<file path="src/sv/vnsl_pkg.sv">
// Shared types and constants for the nearest-seed labeler.
// Used by vnsl_ctrl, vnsl_datapath and voronoi_nearest_seed_labeler.
package vnsl_pkg;

  localparam int DEF_MAX_SEEDS = 64;

  localparam int MODE_W   = 2;
  localparam int COORD_W  = 10;
  localparam int LABEL_W  = 8;
  localparam int STATUS_W = 3;
  localparam int SQ_W     = 2 * COORD_W;
  localparam int DIST_W   = SQ_W + 1;
  localparam int HELD_W   = 7;

  localparam logic [MODE_W-1:0] MODE_CLEAR = 2'd0;
  localparam logic [MODE_W-1:0] MODE_LOAD  = 2'd1;

  typedef enum logic [STATUS_W-1:0] {
    ST_ANSWERED = 3'd0,
    ST_STORED   = 3'd1,
    ST_FULL     = 3'd2,
    ST_EMPTY    = 3'd3,
    ST_CLEARED  = 3'd4
  } vnsl_status_t;

  // controller -> datapath
  typedef struct packed {
    logic capture;  // latch the accepted item
    logic exec;     // clear, store, or set up a query sweep
    logic issue;    // read one table entry into the compare pipeline
    logic emit;     // load the output register
  } vnsl_cmd_t;

  // datapath -> controller
  typedef struct packed {
    logic need_sweep;
    logic last_addr;
    logic pipe_busy;
    logic out_free;
  } vnsl_sts_t;

endpackage

</file>
<file path="src/sv/vnsl_ctrl.sv">
// Sequencer for the nearest-seed labeler: accept, execute, sweep, drain, emit.
// Depends on vnsl_pkg.
module vnsl_ctrl (
  input  logic                clk,
  input  logic                rst_n,
  input  logic                in_valid,
  output logic                in_ready,
  input  vnsl_pkg::vnsl_sts_t sts,
  output vnsl_pkg::vnsl_cmd_t cmd
);
  import vnsl_pkg::*;

  typedef enum logic [2:0] {
    S_IDLE,
    S_EXEC,
    S_SWEEP,
    S_DRAIN,
    S_DONE
  } state_t;

  state_t state_r, state_nxt;

  always_comb begin
    state_nxt   = state_r;
    in_ready    = 1'b0;
    cmd         = '0;
    unique case (state_r)
      S_IDLE: begin
        in_ready = 1'b1;
        if (in_valid) begin
          cmd.capture = 1'b1;
          state_nxt   = S_EXEC;
        end
      end
      S_EXEC: begin
        cmd.exec  = 1'b1;
        state_nxt = sts.need_sweep ? S_SWEEP : S_DONE;
      end
      S_SWEEP: begin
        cmd.issue = 1'b1;
        if (sts.last_addr) state_nxt = S_DRAIN;
      end
      S_DRAIN: begin
        if (!sts.pipe_busy) state_nxt = S_DONE;
      end
      S_DONE: begin
        if (sts.out_free) begin
          cmd.emit  = 1'b1;
          state_nxt = S_IDLE;
        end
      end
      default: state_nxt = S_IDLE;
    endcase
  end

  always_ff @(posedge clk) begin
    if (!rst_n) begin
      state_r <= S_IDLE;
    end else begin
      state_r <= state_nxt;
    end
  end

endmodule

</file>
<file path="src/sv/vnsl_datapath.sv">
// Datapath of the nearest-seed labeler: seed table, distance pipeline,
// running minimum and output register. Depends on vnsl_pkg.
module vnsl_datapath #(
  parameter int MAX_SEEDS = vnsl_pkg::DEF_MAX_SEEDS
) (
  input  logic                              clk,
  input  logic                              rst_n,
  input  vnsl_pkg::vnsl_cmd_t               cmd,
  output vnsl_pkg::vnsl_sts_t               sts,
  input  logic [vnsl_pkg::MODE_W-1:0]       in_mode,
  input  logic [vnsl_pkg::COORD_W-1:0]      in_coord_x,
  input  logic [vnsl_pkg::COORD_W-1:0]      in_coord_y,
  input  logic [vnsl_pkg::LABEL_W-1:0]      in_seed_label,
  output logic                              out_valid,
  input  logic                              out_ready,
  output logic [vnsl_pkg::STATUS_W-1:0]     out_status,
  output logic [vnsl_pkg::LABEL_W-1:0]      out_region_label,
  output logic [vnsl_pkg::DIST_W-1:0]       out_distance_sq,
  output logic [vnsl_pkg::HELD_W-1:0]       out_seeds_held
);
  import vnsl_pkg::*;

  localparam int AW    = (MAX_SEEDS > 1) ? $clog2(MAX_SEEDS) : 1;
  localparam int CNT_W = $clog2(MAX_SEEDS + 1);

  typedef struct packed {
    logic [COORD_W-1:0] col;
    logic [COORD_W-1:0] row;
    logic [LABEL_W-1:0] region;
  } seed_t;

  seed_t seed_mem [MAX_SEEDS];

  // captured item
  logic [MODE_W-1:0]  mode_r;
  logic [COORD_W-1:0] cx_r, cy_r;
  logic [LABEL_W-1:0] lab_r;

  logic [CNT_W-1:0]   total_r;
  vnsl_status_t       res_r;
  logic [AW-1:0]      rd_addr_r;

  // compare pipeline
  seed_t              rd_data_r;
  logic               v1_r, v2_r;
  logic [SQ_W-1:0]    sqx_r, sqy_r;
  logic [LABEL_W-1:0] lab2_r;
  logic               have_r;
  logic [DIST_W-1:0]  best_r;
  logic [LABEL_W-1:0] best_lab_r;

  logic               out_valid_r;
  logic [STATUS_W-1:0] out_status_r;
  logic [LABEL_W-1:0] out_label_r;
  logic [DIST_W-1:0]  out_dist_r;
  logic [HELD_W-1:0]  out_held_r;

  logic               is_query, is_full;
  logic [COORD_W-1:0] dx, dy;
  logic [DIST_W-1:0]  sum_sq;

  assign is_query = mode_r[MODE_W-1];  // mode 3 also queries
  assign is_full  = (total_r >= CNT_W'(MAX_SEEDS));

  assign dx     = (cx_r >= rd_data_r.col) ? cx_r - rd_data_r.col : rd_data_r.col - cx_r;
  assign dy     = (cy_r >= rd_data_r.row) ? cy_r - rd_data_r.row : rd_data_r.row - cy_r;
  assign sum_sq = DIST_W'(sqx_r) + DIST_W'(sqy_r);

  assign sts.need_sweep = is_query && (total_r != '0);
  assign sts.last_addr  = (rd_addr_r == '0);
  assign sts.pipe_busy  = v1_r | v2_r;
  assign sts.out_free   = !out_valid_r || out_ready;

  // table write and registered read
  always_ff @(posedge clk) begin
    if (cmd.exec && mode_r == MODE_LOAD && !is_full) begin
      seed_mem[total_r[AW-1:0]] <= '{col: cx_r, row: cy_r, region: lab_r};
    end
    if (cmd.issue) begin
      rd_data_r <= seed_mem[rd_addr_r];
    end
  end

  // payload registers
  always_ff @(posedge clk) begin
    if (cmd.capture) begin
      mode_r <= in_mode;
      cx_r   <= in_coord_x;
      cy_r   <= in_coord_y;
      lab_r  <= in_seed_label;
    end
    if (cmd.exec) begin
      rd_addr_r <= AW'(total_r - 1'b1);
    end else if (cmd.issue) begin
      rd_addr_r <= rd_addr_r - 1'b1;
    end
    if (v1_r) begin
      sqx_r  <= SQ_W'(dx) * SQ_W'(dx);
      sqy_r  <= SQ_W'(dy) * SQ_W'(dy);
      lab2_r <= rd_data_r.region;
    end
    // newest seed comes first; strict compare keeps it on ties
    if (v2_r && (!have_r || sum_sq < best_r)) begin
      best_r     <= sum_sq;
      best_lab_r <= lab2_r;
    end
    if (cmd.emit) begin
      out_status_r <= res_r;
      out_label_r  <= (res_r == ST_ANSWERED) ? best_lab_r : '0;
      out_dist_r   <= (res_r == ST_ANSWERED) ? best_r : '0;
      out_held_r   <= HELD_W'(total_r);
    end
  end

  // control registers
  always_ff @(posedge clk) begin
    if (!rst_n) begin
      total_r     <= '0;
      res_r       <= ST_CLEARED;
      v1_r        <= 1'b0;
      v2_r        <= 1'b0;
      have_r      <= 1'b0;
      out_valid_r <= 1'b0;
    end else begin
      v1_r <= cmd.issue;
      v2_r <= v1_r;
      if (cmd.exec) begin
        have_r <= 1'b0;
        if (is_query) begin
          res_r <= (total_r == '0) ? ST_EMPTY : ST_ANSWERED;
        end else if (mode_r == MODE_CLEAR) begin
          total_r <= '0;
          res_r   <= ST_CLEARED;
        end else if (is_full) begin
          res_r <= ST_FULL;
        end else begin
          total_r <= total_r + 1'b1;
          res_r   <= ST_STORED;
        end
      end else if (v2_r) begin
        have_r <= 1'b1;
      end
      if (cmd.emit) begin
        out_valid_r <= 1'b1;
      end else if (out_ready) begin
        out_valid_r <= 1'b0;
      end
    end
  end

  assign out_valid        = out_valid_r;
  assign out_status       = out_status_r;
  assign out_region_label = out_label_r;
  assign out_distance_sq  = out_dist_r;
  assign out_seeds_held   = out_held_r;

endmodule

</file>
<file path="src/sv/voronoi_nearest_seed_labeler.sv">
// Nearest-seed labeler: keeps up to MAX_SEEDS seeds (column, row, label) and
// answers each item with one result. Clear and load items are accepted, then
// executed and emitted to the output register. A query sweeps all seeds held:
// the table has one read port, so the sweep reads one seed per cycle, newest
// first, through a three-stage pipeline (read, square, sum and compare); on
// equal distance the newest seed wins. The block takes one item at a time
// and accepts the next one while the previous result waits in the output
// register. Depends on vnsl_pkg, vnsl_ctrl and vnsl_datapath.
module voronoi_nearest_seed_labeler #(
  parameter int MAX_SEEDS = vnsl_pkg::DEF_MAX_SEEDS
) (
  input  logic                          clk,
  input  logic                          rst_n,
  input  logic                          in_valid,
  output logic                          in_ready,
  input  logic [vnsl_pkg::MODE_W-1:0]   in_mode,
  input  logic [vnsl_pkg::COORD_W-1:0]  in_coord_x,
  input  logic [vnsl_pkg::COORD_W-1:0]  in_coord_y,
  input  logic [vnsl_pkg::LABEL_W-1:0]  in_seed_label,
  output logic                          out_valid,
  input  logic                          out_ready,
  output logic [vnsl_pkg::STATUS_W-1:0] out_status,
  output logic [vnsl_pkg::LABEL_W-1:0]  out_region_label,
  output logic [vnsl_pkg::DIST_W-1:0]   out_distance_sq,
  output logic [vnsl_pkg::HELD_W-1:0]   out_seeds_held
);
  import vnsl_pkg::*;

  vnsl_cmd_t cmd;
  vnsl_sts_t sts;

  vnsl_ctrl u_ctrl (
    .clk      (clk),
    .rst_n    (rst_n),
    .in_valid (in_valid),
    .in_ready (in_ready),
    .sts      (sts),
    .cmd      (cmd)
  );

  vnsl_datapath #(
    .MAX_SEEDS (MAX_SEEDS)
  ) u_dp (
    .clk              (clk),
    .rst_n            (rst_n),
    .cmd              (cmd),
    .sts              (sts),
    .in_mode          (in_mode),
    .in_coord_x       (in_coord_x),
    .in_coord_y       (in_coord_y),
    .in_seed_label    (in_seed_label),
    .out_valid        (out_valid),
    .out_ready        (out_ready),
    .out_status       (out_status),
    .out_region_label (out_region_label),
    .out_distance_sq  (out_distance_sq),
    .out_seeds_held   (out_seeds_held)
  );

endmodule

</file>
<file path="config.mk">
export PLATFORM = sky130hd
export DESIGN_NAME = voronoi_nearest_seed_labeler
export DESIGN_NICKNAME = d
export VERILOG_FILES = /design/src/sv/vnsl_pkg.sv /design/src/sv/vnsl_ctrl.sv /design/src/sv/vnsl_datapath.sv /design/src/sv/voronoi_nearest_seed_labeler.sv
export SDC_FILE = /design/constraint.sdc
export NUM_CORES = 2
export LEC_CHECK = 0
export BUFFER_PORTS_ARGS = -buffer_cell sky130_fd_sc_hd__buf_2
export CORE_AREA = 2 2 452 454
export DETAILED_ROUTE_END_ITERATION = 7
export DIE_AREA = 0 0 454 456
export HOLD_SLACK_MARGIN = 0.06
export PLACE_DENSITY_LB_ADDON = 0.12
export SLEW_MARGIN = 40
export SYNTH_ARGS = -nofsm -noshare
export SYNTH_HDL_FRONTEND = slang
export SYNTH_SLANG_ARGS = --single-unit
</file>
<file path="constraint.sdc">
create_clock -name clk -period 9.55 [get_ports clk]
set_input_delay 0.955 -clock clk [delete_from_list [all_inputs] [get_ports clk]]
set_output_delay 0.955 -clock clk [all_outputs]
set_load 0.005 [all_outputs]
</file>
==> impl_metrics.yaml <==
status:
  outcome: "finished clean"
global_route:
  antenna_found_initial: 22
  grtUsageTotal: 0.218
  grt_pass1_wl_mm: 315
  grt_overflow_total: 0
  grt_pass1_vias: 40400
  grt_max_degree: 130
layout:
  multi_input_area_um2: 22200
  post-route-util: 0.466
  drive_gt1_frac: 0.277
  fin_cells: 7048
  regArea_um2: 59500
  fin_nets: 4506
  syn2layout_area_growth_pct: 13.9
  num-fill-cells: 16700
worst_hold_path:
  holdCritPathClass: "primary input to flip-flop"
logic_synthesis:
  synth_ff_type: "edfxtp_1"
  syn_area_per_cell_um2: 21.1
  ys_warn_count: 0
  synth_commonest_cells: "1970 x edfxtp_1, 588 x mux4_2, 197 x inv_1"
  synth-async-reset-ratio: 0
  yosysMostFrequentCell: "edfxtp_1"
  synth.top_cell.area_share: 0.716
  yosysTopAreaCell: "edfxtp_1"
  synth-seq-cells: 1987
  postSynthCellCount: 3922
  synth_nets: 4232
  ys_top_cells_by_area: "edfxtp_1 72%, mux4_2 16%, ha_1 2.7%, fa_1 2.4%, inv_1 0.90%"
  synth_cell_type_count: 82
  synth_enable_flop_cells: 1970
  seq_area_frac_synth: 0.721
  synth_area_um2: 82600
route:
  drt-wirelength-per-cell_um: 31.9
  route.detailed.drc: 0
  vias: 39900
  drt_pre_antenna_iters: 5
  routed_wl_mm: 225
  drtIter0Drc: 4606
  final_antenna_net_count: 0
  viasPerCell: 5.66
placed_design:
  dpl_worst_slack_ns: 1.25
  dp_cells: 6654
  io_buffers: 74
  hpwl_mm: 132
  routabilityCongestion: 0.803
timing:
  timing.fmax_mhz: 123
  worstMarginPinSlew_ns: 0.899
  fin_tns_setup_ns: 0
  worst_slack_ns: 1.42
  period_needed_ns: 8.13
  final-setup-viol-count: 0
  fin_crit_sh: 0.851
  drv_slew: 0
  rsz0062_at_grt: "no"
  skew_ns: 0.0450
  hold_viol: 0
  maxSlewHeadroom: 0.400
  hold_slack_ns: 0.291
setup_path:
  critical_path_class: "flip-flop to flip-flop"
  worst_setup_path_end_kind: "flip-flop"
  critical_path.most_common_cell: "fa_1"
  cp-start-kind: "flip-flop"
  cp_data_required_time_ns: 10.12
  cp_slowest_cell: "fa_1"
  crit_fanout: 12
  critical-path-max-stage-delay_ns: 0.50
  arrival_ns: 8.70
clock_network:
  hold_buffers: 0
  clock_latency_ns: 0.84
  clock_sinks: 1987
  htreeDepth: 4
  cts.repair.resized: 0
  cts_tree: "built"
  clk_pin_slew_ns: 0.06
  cts_max_path_buffers: 3
  cts_root_buffer: "clkbuf_16"
  postCtsSetupRepairBufs: 0
  cts_made_buffers: 206
floorplanning:
  core_area_um2: 202000
  die_h_um: 456
  io_pins: 75
  die_area_um2: 207000
  start_util: 0.409
  dieWidth_um: 454
  placementRows: 165
flow_run:
  max-cap-violations: 0
power_and_ir_drop:
  p_leak_nw: 30.9
  p_per_area_nw_per_um2: 263
  ir_drop_mv: 0.444
[routing by layer]
metal,up-vias,track usage,wire length [µm]
li1,16600,-,-
met3,269,0.0319,13300
met1,21700,0.312,96900
met5,-,0,33
met2,1283,0.354,110000
met4,6,0.0517,4920
[final timing paths]
path                      from        endpoint  slack [ns]  cells past startpoint
min reg2reg  u_dp.rd_data_r[4]  u_dp.lab2_r[4]        0.42                      0
max reg2reg       u_dp.cx_r[0]  u_dp.sqx_r[18]        1.42                     30
min           in_seed_label[1]   u_dp.lab_r[1]        0.29                      1
max               u_dp.cx_r[0]  u_dp.sqx_r[18]        1.42                     30
[where the power goes]
part	switching (W)	leakage, nW	internal (W)
clock network	0.00334	3.13	0.00441
registers	0.0000326	17.9	0.0100
logic	0.00406	9.93	0.00291
[state kept, by name, summed over array words and instances (netlist names), 3 cells and up]
name                   count
u_ctrl.state_r             3
u_dp.best_lab_r            8
u_dp.best_r               21
u_dp.cx_r                 10
u_dp.cy_r                 10
u_dp.lab2_r                8
u_dp.lab_r                 8
u_dp.out_distance_sq      21
u_dp.out_region_label      8
u_dp.out_seeds_held        7
u_dp.out_status            3
u_dp.rd_addr_r             6
u_dp.rd_data_r            28
u_dp.res_r                 3
u_dp.seed_mem           1792
u_dp.sqx_r                19
u_dp.sqy_r                19
u_dp.total_r               7
[logic make-up after synthesis]
logic type | after synthesis | share of synthesized area
fa+ha+maj | 276 | 0.0508
simple gates | 399 | 0.0231
compound gates | 205 | 0.0171
xor+xnor | 80 | 0.00876
mux | 606 | 0.163
buf+inv | 369 | 0.0170
flops | 1987 | 0.721
[cells in the final DEF (no fill, tap or decap), drive strengths merged, types with 5 or more instances in the layout]
cell    instances
nand3          19
and2           40
nand2          50
o21ai          30
nand3b          6
nand4          12
and3            9
nor2b          11
a31oi          10
mux4          588
nand2b         16
nor2          178
a31o            5
buf           234
o21bai          9
o31ai           6
xor2           28
dfxtp          17
a21o           28
inv           209
o211ai          6
edfxtp       1970
diode          11
bufinv         15
xnor2          52
nor3           26
fa             99
mux2            6
clkbuf        264
a211oi          9
a21oi          59
ha            177
mux2i          12
clkinv         86
or2            15
o21a            9
[critical path: cells and delay by family, from the launching register on]
| kind | cells | cell delay, ns |
|---|---|---|
| buffers and inverters | 5 | 0.45 |
| adders and majority gates | 8 | 3.20 |
| AOI/OAI and AO/OA | 12 | 2.55 |
| xor gates and xnor gates | 2 | 0.17 |
| DFF | 1 | 0.41 |
| and+or+nand+nor | 3 | 1.08 |
[per-stage QoR]
step                      power, W  area, µm²
after global placement      0.0173      87300
after CTS                   0.0251      93900
after detailed placement    0.0173      87500
after global routing        0.0261      94100
final                       0.0248      94100
after floorplan             0.0153      82600
[area by class of cell]
type                            count  share of cell area
Clock inverter                    113              0.0106
Tap cell                         2672              0.0355
Antenna cell                       11            0.000293
Inverter                          201             0.00802
Sequential cell                  1987               0.632
Timing Repair Buffer              234              0.0195
Multi-Input combinational cell   1566               0.236
Clock buffer                      264              0.0578
No activity file was read; power rests on OpenSTA's default activity.
